--- config.mk ---
export PLATFORM = sky130hd
export DESIGN_NAME = ack_retry_pending_table_core
export DESIGN_NICKNAME = d
export VERILOG_FILES = /design/src/rtl/core/artp_pkg.sv /design/src/rtl/core/ack_retry_pending_table_core.sv
export SDC_FILE = /design/constraint.sdc
export NUM_CORES = 2
export LEC_CHECK = 0
export BUFFER_PORTS_ARGS = -buffer_cell sky130_fd_sc_hd__buf_2
export CAP_MARGIN = 0
export CORE_MARGIN = 3
export CORE_UTILIZATION = 45
export CTS_BUF_LIST = sky130_fd_sc_hd__clkbuf_16
export DETAILED_ROUTE_END_ITERATION = 7
export PLACE_DENSITY = 0.61
export SLEW_MARGIN = 10
export SYNTH_ARGS = -nofsm -noshare
export SYNTH_HDL_FRONTEND = slang
export SYNTH_SLANG_ARGS = --single-unit
--- constraint.sdc ---
create_clock -name clk -period 6.5 [get_ports clk]
set_input_delay 1.625 -clock clk [delete_from_list [all_inputs] [get_ports clk]]
set_output_delay 1.625 -clock clk [all_outputs]
set_load 0.01 [all_outputs]
--- src/rtl/core/artp_pkg.sv ---
// artp_pkg: shared types and constants of the ack/retry pending table
// sizes, operation, result and register codes, and the slot record
// no dependencies
package artp_pkg;

	localparam int ENTRIES = 32;
	localparam int IDX_W = (ENTRIES > 1) ? $clog2(ENTRIES) : 1;
	localparam int CNT_W = $clog2(ENTRIES + 1);

	localparam int KEY_W = 32;
	localparam int CMD_W = 16;
	localparam int END_W = 8;
	localparam int LIM_W = 8;
	localparam int KIND_W = 4;
	localparam int CFG_IDX_W = 8;
	localparam int CFG_DATA_W = 16;

	localparam logic [1:0] OP_INSERT = 2'd0;
	localparam logic [1:0] OP_ACK    = 2'd1;
	localparam logic [1:0] OP_POLL   = 2'd2;

	localparam logic [KIND_W-1:0] KIND_INSERTED    = 4'd0;
	localparam logic [KIND_W-1:0] KIND_FULL        = 4'd1;
	localparam logic [KIND_W-1:0] KIND_ACK_MARKED  = 4'd2;
	localparam logic [KIND_W-1:0] KIND_ACK_IGNORED = 4'd3;
	localparam logic [KIND_W-1:0] KIND_RESEND      = 4'd4;
	localparam logic [KIND_W-1:0] KIND_SUCCESS     = 4'd5;
	localparam logic [KIND_W-1:0] KIND_FAILED      = 4'd6;
	localparam logic [KIND_W-1:0] KIND_DONE_OK     = 4'd7;
	localparam logic [KIND_W-1:0] KIND_DONE_FAULT  = 4'd8;

	localparam logic [CFG_IDX_W-1:0] CFG_WAIT_LIMIT  = 8'd0;
	localparam logic [CFG_IDX_W-1:0] CFG_RETRY_LIMIT = 8'd1;
	localparam logic [CFG_IDX_W-1:0] CFG_EXP_CMD     = 8'd2;
	localparam logic [CFG_IDX_W-1:0] CFG_EXP_END     = 8'd3;

	typedef struct packed {
		logic [KEY_W-1:0] key;
		logic             acked;
		logic [LIM_W-1:0] wait_cnt;
		logic [LIM_W-1:0] tries;
	} slot_t;

endpackage

--- src/rtl/core/ack_retry_pending_table_core.sv ---
// ack_retry_pending_table_core: top level of the ack/retry pending table
// slot and order memories, walk pipeline, output register and config registers
// depends on artp_pkg

// The table holds up to ENTRIES (32) pending requests in two single-port-write
// synchronous memories: a slot memory (key, acked, wait, tries) and an order
// memory listing slots in insertion order. An insert writes both memories, unless
// the table is full, from its own state. An acknowledgement and a poll tick walk
// the order memory through a three-stage read pipeline (order read, slot read,
// evaluate), one entry per cycle; a stall on the result side holds the walk.
// Results leave through one output register, and a new beat is taken while the
// last result still waits there. Config writes are always ready and must only be
// issued while the block is idle.
module ack_retry_pending_table_core (
	input  logic                             clk,
	input  logic                             arst_n,
	input  logic                             in_valid,
	output logic                             in_ready,
	input  logic [1:0]                       operation,
	input  logic [artp_pkg::KEY_W-1:0]       device_ip,
	input  logic [artp_pkg::CMD_W-1:0]       command_word,
	input  logic [artp_pkg::END_W-1:0]       end_code,
	output logic                             out_valid,
	input  logic                             out_ready,
	output logic [artp_pkg::KIND_W-1:0]      kind,
	output logic [artp_pkg::KEY_W-1:0]       entry_key,
	output logic [artp_pkg::LIM_W-1:0]       tries,
	output logic                             last,
	input  logic                             cfg_valid,
	output logic                             cfg_ready,
	input  logic [artp_pkg::CFG_IDX_W-1:0]   cfg_index,
	input  logic [artp_pkg::CFG_DATA_W-1:0]  cfg_data
);
	import artp_pkg::*;

	localparam logic [2:0] ST_IDLE      = 3'd0;
	localparam logic [2:0] ST_INSERT    = 3'd1;
	localparam logic [2:0] ST_ACK_WALK  = 3'd2;
	localparam logic [2:0] ST_POLL_WALK = 3'd3;
	localparam logic [2:0] ST_POLL_FIN  = 3'd4;
	localparam logic [2:0] ST_POLL_DONE = 3'd5;

	// config
	logic [LIM_W-1:0] wait_limit_q;
	logic [LIM_W-1:0] retry_limit_q;
	logic [CMD_W-1:0] exp_cmd_q;
	logic [END_W-1:0] exp_end_q;

	// table state
	slot_t            slot_mem [ENTRIES];
	logic [IDX_W-1:0] ord_mem [ENTRIES];
	slot_t            slot_rd;
	logic [IDX_W-1:0] ord_rd;
	logic [ENTRIES-1:0] used_q;
	logic [CNT_W-1:0] pending_q;
	logic             ack_seen_q;
	logic [KEY_W-1:0] last_key_q;

	// control
	logic [2:0]       st_q;
	logic [KEY_W-1:0] ip_q;
	logic [CNT_W-1:0] walk_n_q;
	logic [CNT_W-1:0] idx_q;
	logic [CNT_W-1:0] kept_q;
	logic             vld_s1;
	logic [IDX_W-1:0] addr_s1;
	logic             vld_s2;
	logic [IDX_W-1:0] slot_s2;

	// held poll result, released once it is known whether it is the last
	logic              hv_q;
	logic [KIND_W-1:0] h_kind_q;
	logic [KEY_W-1:0]  h_key_q;
	logic [LIM_W-1:0]  h_tries_q;

	// output register
	logic              out_valid_q;
	logic [KIND_W-1:0] out_kind_q;
	logic [KEY_W-1:0]  out_key_q;
	logic [LIM_W-1:0]  out_tries_q;
	logic              out_last_q;

	logic              can_emit;
	logic              walking;
	logic              adv;
	logic              issue;
	logic              eval;
	logic              drained;
	logic [IDX_W-1:0]  ord_ra;
	logic [IDX_W-1:0]  slot_ra;
	logic [IDX_W-1:0]  free_slot;
	logic              cmd_match;
	logic              ack_hit;
	logic              ev_keep;
	logic              ev_resend;
	logic              ev_res;
	logic [KIND_W-1:0] ev_kind;
	logic [LIM_W-1:0]  ev_tries;

	logic              emit;
	logic [KIND_W-1:0] e_kind;
	logic [KEY_W-1:0]  e_key;
	logic [LIM_W-1:0]  e_tries;
	logic              e_last;
	logic              slot_we;
	logic [IDX_W-1:0]  slot_wa;
	slot_t             slot_wd;
	logic              ord_we;
	logic [IDX_W-1:0]  ord_wa;
	logic [IDX_W-1:0]  ord_wd;

	assign in_ready  = (st_q == ST_IDLE);
	assign cfg_ready = 1'b1;
	assign out_valid = out_valid_q;
	assign kind      = out_kind_q;
	assign entry_key = out_key_q;
	assign tries     = out_tries_q;
	assign last      = out_last_q;

	assign can_emit  = !out_valid_q || out_ready;
	assign walking   = (st_q == ST_ACK_WALK) || (st_q == ST_POLL_WALK);
	assign adv       = walking && (!vld_s2 || can_emit);
	assign issue     = adv && (idx_q < walk_n_q);
	assign eval      = adv && vld_s2;
	assign drained   = walking && (idx_q == walk_n_q) && !vld_s1 && !vld_s2;
	assign ord_ra    = issue ? idx_q[IDX_W-1:0] : addr_s1;
	assign slot_ra   = adv ? ord_rd : slot_s2;
	assign cmd_match = (command_word == exp_cmd_q) && (end_code == exp_end_q);
	assign ack_hit   = eval && (st_q == ST_ACK_WALK) && (slot_rd.key == ip_q);

	assign ev_keep   = !slot_rd.acked && (slot_rd.tries < retry_limit_q);
	assign ev_resend = ev_keep && (slot_rd.wait_cnt >= wait_limit_q);
	assign ev_res    = !ev_keep || ev_resend;
	assign ev_tries  = ev_resend ? slot_rd.tries + 8'd1 : slot_rd.tries;

	always_comb begin
		if (slot_rd.acked) begin
			ev_kind = KIND_SUCCESS;
		end else if (ev_keep) begin
			ev_kind = KIND_RESEND;
		end else begin
			ev_kind = KIND_FAILED;
		end
	end

	// lowest free slot
	always_comb begin
		free_slot = '0;
		for (int i = ENTRIES - 1; i >= 0; i--) begin
			if (!used_q[i]) begin
				free_slot = IDX_W'(i);
			end
		end
	end

	always_comb begin
		emit    = 1'b0;
		e_kind  = KIND_INSERTED;
		e_key   = ip_q;
		e_tries = '0;
		e_last  = 1'b1;
		slot_we = 1'b0;
		slot_wa = slot_s2;
		slot_wd = slot_rd;
		ord_we  = 1'b0;
		ord_wa  = kept_q[IDX_W-1:0];
		ord_wd  = slot_s2;
		case (st_q)
			ST_INSERT: begin
				if (can_emit) begin
					emit = 1'b1;
					if (pending_q < CNT_W'(ENTRIES)) begin
						slot_we = 1'b1;
						slot_wa = free_slot;
						slot_wd = '{key: ip_q, acked: 1'b0, wait_cnt: '0, tries: '0};
						ord_we  = 1'b1;
						ord_wa  = pending_q[IDX_W-1:0];
						ord_wd  = free_slot;
					end else begin
						e_kind = KIND_FULL;
					end
				end
			end
			ST_ACK_WALK: begin
				if (ack_hit) begin
					emit          = 1'b1;
					e_kind        = KIND_ACK_MARKED;
					e_tries       = slot_rd.tries;
					slot_we       = 1'b1;
					slot_wd.acked = 1'b1;
				end else if (drained && can_emit) begin
					emit   = 1'b1;
					e_kind = KIND_ACK_IGNORED;
				end
			end
			ST_POLL_WALK: begin
				if (eval) begin
					if (ev_keep) begin
						slot_we          = 1'b1;
						slot_wd.wait_cnt = ev_resend ? '0 : slot_rd.wait_cnt + 8'd1;
						slot_wd.tries    = ev_tries;
						ord_we           = 1'b1;
					end
					if (ev_res && hv_q) begin
						emit    = 1'b1;
						e_kind  = h_kind_q;
						e_key   = h_key_q;
						e_tries = h_tries_q;
						e_last  = 1'b0;
					end
				end
			end
			ST_POLL_FIN: begin
				if (hv_q && can_emit) begin
					emit    = 1'b1;
					e_kind  = h_kind_q;
					e_key   = h_key_q;
					e_tries = h_tries_q;
					e_last  = (pending_q != '0);
				end
			end
			ST_POLL_DONE: begin
				if (can_emit) begin
					emit   = 1'b1;
					e_kind = ack_seen_q ? KIND_DONE_OK : KIND_DONE_FAULT;
					e_key  = ack_seen_q ? last_key_q : '0;
				end
			end
			default: begin
			end
		endcase
	end

	// memories
	always_ff @(posedge clk) begin
		if (slot_we) begin
			slot_mem[slot_wa] <= slot_wd;
		end
		if (ord_we) begin
			ord_mem[ord_wa] <= ord_wd;
		end
		slot_rd <= slot_mem[slot_ra];
		ord_rd  <= ord_mem[ord_ra];
	end

	// config registers
	always_ff @(posedge clk or negedge arst_n) begin
		if (!arst_n) begin
			wait_limit_q  <= 8'd1;
			retry_limit_q <= 8'd3;
			exp_cmd_q     <= '0;
			exp_end_q     <= '0;
		end else if (cfg_valid && cfg_ready) begin
			case (cfg_index)
				CFG_WAIT_LIMIT:  wait_limit_q  <= cfg_data[LIM_W-1:0];
				CFG_RETRY_LIMIT: retry_limit_q <= cfg_data[LIM_W-1:0];
				CFG_EXP_CMD:     exp_cmd_q     <= cfg_data[CMD_W-1:0];
				CFG_EXP_END:     exp_end_q     <= cfg_data[END_W-1:0];
				default: begin
				end
			endcase
		end
	end

	// output register
	always_ff @(posedge clk or negedge arst_n) begin
		if (!arst_n) begin
			out_valid_q <= 1'b0;
		end else if (emit) begin
			out_valid_q <= 1'b1;
		end else if (out_ready) begin
			out_valid_q <= 1'b0;
		end
	end

	always_ff @(posedge clk) begin
		if (emit) begin
			out_kind_q  <= e_kind;
			out_key_q   <= e_key;
			out_tries_q <= e_tries;
			out_last_q  <= e_last;
		end
		if (st_q == ST_POLL_WALK && eval && ev_res) begin
			h_kind_q  <= ev_kind;
			h_key_q   <= slot_rd.key;
			h_tries_q <= ev_tries;
		end
		if (in_valid && in_ready) begin
			ip_q <= device_ip;
		end
		if (adv) begin
			addr_s1 <= ord_ra;
			slot_s2 <= ord_rd;
		end
	end

	// sequencer and table control
	always_ff @(posedge clk or negedge arst_n) begin
		if (!arst_n) begin
			st_q       <= ST_IDLE;
			used_q     <= '0;
			pending_q  <= '0;
			ack_seen_q <= 1'b0;
			last_key_q <= '0;
			walk_n_q   <= '0;
			idx_q      <= '0;
			kept_q     <= '0;
			vld_s1     <= 1'b0;
			vld_s2     <= 1'b0;
			hv_q       <= 1'b0;
		end else begin
			case (st_q)
				ST_IDLE: begin
					idx_q  <= '0;
					kept_q <= '0;
					vld_s1 <= 1'b0;
					vld_s2 <= 1'b0;
					hv_q   <= 1'b0;
					if (in_valid) begin
						case (operation)
							OP_INSERT: st_q <= ST_INSERT;
							OP_ACK: begin
								st_q     <= ST_ACK_WALK;
								walk_n_q <= cmd_match ? pending_q : '0;
							end
							OP_POLL: begin
								st_q     <= ST_POLL_WALK;
								walk_n_q <= pending_q;
							end
							default: st_q <= ST_IDLE;
						endcase
					end
				end
				ST_INSERT: begin
					if (can_emit) begin
						st_q <= ST_IDLE;
						if (pending_q < CNT_W'(ENTRIES)) begin
							used_q[free_slot] <= 1'b1;
							pending_q         <= pending_q + 1'b1;
						end
					end
				end
				ST_ACK_WALK: begin
					if (ack_hit) begin
						ack_seen_q <= 1'b1;
						last_key_q <= ip_q;
						vld_s1     <= 1'b0;
						vld_s2     <= 1'b0;
						st_q       <= ST_IDLE;
					end else if (drained) begin
						if (can_emit) begin
							st_q <= ST_IDLE;
						end
					end else if (adv) begin
						vld_s1 <= issue;
						vld_s2 <= vld_s1;
						if (issue) begin
							idx_q <= idx_q + 1'b1;
						end
					end
				end
				ST_POLL_WALK: begin
					if (drained) begin
						pending_q <= kept_q;
						st_q      <= ST_POLL_FIN;
					end else if (adv) begin
						vld_s1 <= issue;
						vld_s2 <= vld_s1;
						if (issue) begin
							idx_q <= idx_q + 1'b1;
						end
						if (eval) begin
							if (ev_keep) begin
								kept_q <= kept_q + 1'b1;
							end else begin
								used_q[slot_s2] <= 1'b0;
							end
							if (ev_res) begin
								hv_q <= 1'b1;
							end
						end
					end
				end
				ST_POLL_FIN: begin
					if (!hv_q || can_emit) begin
						hv_q <= 1'b0;
						if (pending_q == '0) begin
							st_q <= ST_POLL_DONE;
						end else begin
							ack_seen_q <= 1'b0;
							st_q       <= ST_IDLE;
						end
					end
				end
				ST_POLL_DONE: begin
					if (can_emit) begin
						ack_seen_q <= 1'b0;
						st_q       <= ST_IDLE;
					end
				end
				default: st_q <= ST_IDLE;
			endcase
		end
	end

`ifndef SYNTHESIS
	a_pending_bound: assert property (@(posedge clk) disable iff (!arst_n)
		pending_q <= CNT_W'(ENTRIES))
		else $error("pending count above table size");

	a_used_matches_count: assert property (@(posedge clk) disable iff (!arst_n)
		(st_q == ST_IDLE) |-> (CNT_W'($countones(used_q)) == pending_q))
		else $error("slot use bits disagree with pending count");

	a_walk_bound: assert property (@(posedge clk) disable iff (!arst_n)
		walking |-> (idx_q <= walk_n_q))
		else $error("walk index past end of order list");

	a_kept_bound: assert property (@(posedge clk) disable iff (!arst_n)
		(st_q == ST_POLL_WALK) |-> (kept_q <= idx_q))
		else $error("compacted order position ahead of walk");

	a_ack_hit_ends: assert property (@(posedge clk) disable iff (!arst_n)
		ack_hit |=> (st_q == ST_IDLE) && ack_seen_q)
		else $error("ack hit did not end the search");
`endif

endmodule

==> impl_metrics.prom <==
# TYPE chip_impl_metric gauge
chip_impl_info{name="status",value="complete, no violations"} 1
chip_impl_metric{name="design.core.area",unit="um2"} 182000
chip_impl_metric{name="first_pass_grt_wire_length",unit="um"} 299000
chip_impl_metric{name="globalRouteOverflowTotal",unit=""} 0
chip_impl_info{name="crit_top_cell",value="sky130_fd_sc_hd__nand4_1"} 1
chip_impl_metric{name="avgSynthCellArea",unit="um2"} 17.8
chip_impl_metric{name="post-cts-setup-buffers",unit=""} 0
chip_impl_metric{name="path_clk_slew",unit="ns"} 0.06
chip_impl_metric{name="post_drt_wl_per_cell",unit="um"} 27.7
chip_impl_metric{name="grt_start_max_net_pins",unit=""} 79
chip_impl_metric{name="synthesis.instances",unit=""} 4650
chip_impl_info{name="setup_repair_after_global_routing_missed_its_margin",value="no"} 1
chip_impl_metric{name="seq_area",unit="um2"} 60200
chip_impl_metric{name="yosys_register_bits",unit=""} 2047
chip_impl_info{name="min-delay-path-class",value="reg2reg"} 1
chip_impl_metric{name="syn-cell-area",unit="um2"} 82600
chip_impl_metric{name="grtUsageMet1",unit="%"} 31.1
chip_impl_metric{name="tritoncts.num_buffers",unit=""} 211
chip_impl_info{name="dominantRegCellSynth",value="sky130_fd_sc_hd__edfxtp_1"} 1
chip_impl_metric{name="cts-resized-gates",unit=""} 0
chip_impl_metric{name="grt_util_all_layers",unit="%"} 21.8
chip_impl_metric{name="num_vias",unit=""} 43200
chip_impl_metric{name="clock_path_buffers",unit=""} 3
chip_impl_metric{name="cp_data_required_time",unit="ns"} 6.99
chip_impl_metric{name="die_height",unit="um"} 434
chip_impl_metric{name="cellLeakagePower",unit="nW"} 32.5
chip_impl_info{name="cp-end-kind",value="flip-flop"} 1
chip_impl_metric{name="route.detailed.vias_per_inst",unit=""} 5.78
chip_impl_metric{name="setup.reg_to_reg.worst_slack",unit="ns"} 1.48
chip_impl_info{name="ctsRootBufferMaster",value="sky130_fd_sc_hd__clkbuf_16"} 1
chip_impl_info{name="r2r_end",value="slot_mem[27][43]"} 1
chip_impl_metric{name="area_delta_synth_final",unit="%"} 13.0
chip_impl_metric{name="final_report_hold_violation_count",unit=""} 0
chip_impl_metric{name="timing_max_transition_violations_final",unit=""} 0
chip_impl_metric{name="top_level_ports",unit=""} 135
chip_impl_info{name="timing.critical_path.cells",value="xnor2_1 -> nand4_1 -> nor3_1 -> nand4_1 -> a31oi_1 -> nand3_1 -> nor2_4 -> buf_4"} 1
chip_impl_metric{name="cp_max_fo",unit=""} 18
chip_impl_metric{name="setup_tns",unit="ns"} 0
chip_impl_info{name="min_from",value="slot_rd[23]"} 1
chip_impl_info{name="hold_path_end",value="h_key_q[6]"} 1
chip_impl_info{name="layout.cells.most_common",value="sky130_fd_sc_hd__edfxtp_1"} 1
chip_impl_info{name="grt_busiest_layer",value="met2"} 1
chip_impl_metric{name="number_of_optimization_iterations_in_the_first_detailed_route_pass",unit=""} 7
chip_impl_metric{name="clock_skew",unit="ns"} 0.0497
chip_impl_metric{name="final_setup_violation_count",unit=""} 0
chip_impl_metric{name="synth-edff-count",unit=""} 1852
chip_impl_metric{name="timing.reg2reg.worst_path_depth",unit=""} 8
chip_impl_metric{name="layout-drive-gt1-share",unit="%"} 17.8
chip_impl_metric{name="power_density",unit="nW/um2"} 506
chip_impl_metric{name="place_hpwl",unit="um"} 119000
chip_impl_metric{name="design.die.area",unit="um2"} 189000
chip_impl_metric{name="holdBufCountCts",unit=""} 0
chip_impl_metric{name="cts_num_sinks",unit=""} 2047
chip_impl_info{name="timing_worst_setup_path_type",value="reg2reg"} 1
chip_impl_metric{name="met3_track_demand_over_resource",unit="%"} 3.64
chip_impl_info{name="cpMaxStageDelayCell",value="sky130_fd_sc_hd__nand4_1"} 1
chip_impl_metric{name="final_critical_period",unit="ns"} 5.02
chip_impl_metric{name="grt_antenna_before_repair",unit=""} 3
chip_impl_metric{name="max-cap-violations",unit=""} 0
chip_impl_info{name="crit-reg2reg-launch",value="ip_q[21]"} 1
chip_impl_metric{name="yosys.cell_types.count",unit=""} 79
chip_impl_metric{name="worst_ep_arrival",unit="ns"} 5.51
chip_impl_metric{name="die_width",unit="um"} 434
chip_impl_metric{name="finalWorstSetupSlack",unit="ns"} 1.48
chip_impl_metric{name="ys.warnings.count",unit=""} 0
chip_impl_metric{name="async_flop_share",unit="%"} 6.64
chip_impl_metric{name="groute.layer.met2.usage",unit="%"} 34.8
chip_impl_metric{name="fill_cells",unit=""} 14600
chip_impl_info{name="crit_path_start_kind",value="flip-flop"} 1
chip_impl_metric{name="net_count_of_the_finished_layout",unit=""} 5024
chip_impl_metric{name="detail_route.wirelength",unit="um"} 207000
chip_impl_metric{name="cts_max_level",unit=""} 4
chip_impl_metric{name="synth-seq-area-share",unit="%"} 72.9
chip_impl_metric{name="ir_drop",unit="mV"} 0.373
chip_impl_metric{name="relSlewSlack",unit="%"} 19.4
chip_impl_metric{name="drt_drc_violations_left",unit=""} 0
chip_impl_info{name="layout_common_cells",value="sky130_fd_sc_hd__edfxtp_1, sky130_fd_sc_hd__mux2i_1, sky130_fd_sc_hd__nand2_1"} 1
chip_impl_metric{name="first_global_vias",unit=""} 42900
chip_impl_metric{name="fp-row-count",unit=""} 156
chip_impl_metric{name="clock_insertion_delay_worst_skew",unit="ns"} 0.84
chip_impl_metric{name="drt_iter0_drc",unit=""} 4446
chip_impl_metric{name="antenna_violating_nets_left",unit=""} 0
chip_impl_metric{name="dpl_worst_slack",unit="ns"} 0.888
chip_impl_metric{name="floorplan.initialDensity",unit="%"} 45.5
chip_impl_metric{name="timing_worst_slew_pin_value",unit="ns"} 1.21
chip_impl_metric{name="share_of_the_cycle_needed_by_the_critical_path_after_routing",unit="%"} 77.3
chip_impl_metric{name="cpPeakStageDelay",unit="ns"} 0.82
chip_impl_metric{name="achievable_freq",unit="GHz"} 0.199
chip_impl_metric{name="whs_path_depth",unit=""} 0
chip_impl_metric{name="multiInputGateArea",unit="um2"} 21300
chip_impl_metric{name="globalplace.congestion",unit=""} 0.840
chip_impl_info{name="cts_tree",value="built"} 1
chip_impl_metric{name="syn_nets",unit=""} 4766
chip_impl_metric{name="port_buffers",unit=""} 133
==> layout make-up <==
| cell class | instances | share of cell area, % |
|---|---|---|
| sequential | 2047 | 64.5 |
| multi-input combinational | 2312 | 22.8 |
| clock buffer | 213 | 5.71 |
| tap | 2370 | 3.18 |
| timing repair buffer | 275 | 2.37 |
| clock inverter | 187 | 1.17 |
| inverter | 61 | 0.248 |
| antenna | 5 | 0.0134 |
==> critical path: cells and delay by family (launching register included) <==
kind | cells | cell delay (ns)
AND/OR/NAND/NOR | 5 | 2.78
AO/OA/AOI/OAI | 1 | 0.63
flip-flops | 1 | 0.54
buffers and inverters | 1 | 0.45
XOR/XNOR | 1 | 0.24
==> kinds of logic (layout without fill, tap and decap cells) <==
group           after synthesis  in the layout  share of synthesized area, %
simple gates                638            638                          3.54
mux                        1112           1112                          16.6
buf+inv                     291            736                          1.95
other cells                   1              6                       0.00454
fa+ha+maj                    29             29                         0.439
compound gates              459            459                          3.85
xor+xnor                     73             73                         0.774
flops                      2047           2047                          72.9
==> worst max path at each step <==
stage,cells past startpoint,start,end
after CTS,8,ip_q[21],slot_mem[27][29]
after global routing,8,ip_q[21],slot_mem[27][43]
after detailed placement,9,out_ready,slot_mem[27][42]
final,8,ip_q[21],slot_mem[27][43]
after floorplan,11,out_ready,slot_mem[20][0]
after global placement,9,out_ready,slot_mem[27][42]
==> per-layer routing <==
| metal | wire (um) | part of all wire (%) | vias up |
|---|---|---|---|
| li1 | - | - | 18900 |
| met1 | 89600 | 43 | 22500 |
| met2 | 98700 | 48 | 1504 |
| met3 | 13600 | 6.6 | 306 |
| met4 | 5260 | 2.5 | 0 |
| met5 | 0 | 0 | - |
==> power by group <==
part | internal (mW) | switching, mW
clock network | 6.18 | 5.01
logic | 7.10 | 10.8
registers | 17.4 | 0.749
total | 30.7 | 16.6
==> synth_stat cells (11+ instances only) <==
master,n,share of area [%]
sky130_fd_sc_hd__a21o_1,42,0.38
sky130_fd_sc_hd__a21oi_1,59,0.36
sky130_fd_sc_hd__a22o_1,137,1.5
sky130_fd_sc_hd__a31oi_1,25,0.19
sky130_fd_sc_hd__buf_1,11,0.050
sky130_fd_sc_hd__buf_2,42,0.25
sky130_fd_sc_hd__buf_4,48,0.44
sky130_fd_sc_hd__buf_6,36,0.49
sky130_fd_sc_hd__clkbuf_1,92,0.42
sky130_fd_sc_hd__dfrtp_1,133,4.0
sky130_fd_sc_hd__dfxtp_1,59,1.4
sky130_fd_sc_hd__edfxtp_1,1852,67
sky130_fd_sc_hd__ha_1,29,0.44
sky130_fd_sc_hd__inv_1,57,0.26
sky130_fd_sc_hd__mux2_2,69,0.94
sky130_fd_sc_hd__mux2i_1,845,10
sky130_fd_sc_hd__mux4_2,197,5.4
sky130_fd_sc_hd__nand2_1,247,1.1
sky130_fd_sc_hd__nand2b_1,22,0.17
sky130_fd_sc_hd__nand3_1,49,0.30
sky130_fd_sc_hd__nand4_1,34,0.26
sky130_fd_sc_hd__nor2_1,156,0.71
sky130_fd_sc_hd__nor3_1,50,0.30
sky130_fd_sc_hd__nor4_1,14,0.11
sky130_fd_sc_hd__o21ai_0,108,0.65
sky130_fd_sc_hd__o22ai_1,21,0.16
sky130_fd_sc_hd__xnor2_1,56,0.59
sky130_fd_sc_hd__xor2_1,17,0.18
==> sequential cells by signal (all words and copies together) (netlist names), 2 cells and up <==
name,flops
addr_s1,5
entry_key,32
exp_cmd_q,16
exp_end_q,8
h_key_q,32
h_kind_q,2
h_tries_q,8
idx_q,6
ip_q,32
kept_q,6
kind,4
last_key_q,32
ord_mem,160
ord_rd,5
pending_q,6
retry_limit_q,8
slot_mem,1568
slot_rd,49
slot_s2,5
st_q,3
tries,8
used_q,32
wait_limit_q,8
walk_n_q,6
==> stage by stage <==
stage / instance area (um2) / total power [mW] / cells / hold slack, ns / util [%]
3_3_place_gp: 86900 / 36.2 / 7065 / 0.464 / 47.8
6_report: 93300 / 47.3 / 7470 / 0.483 / 51.4
2_1_floorplan: 82700 / 30.7 / 4650 / 0.449 / -
4_1_cts: 93300 / 47.6 / 7465 / 0.487 / 51.4
5_1_grt: 93300 / 49.3 / 7466 / 0.496 / 51.4
3_5_place_dp: 86900 / 36.5 / 7065 / 0.469 / 47.8
Power figures use the tool's default switching activity.
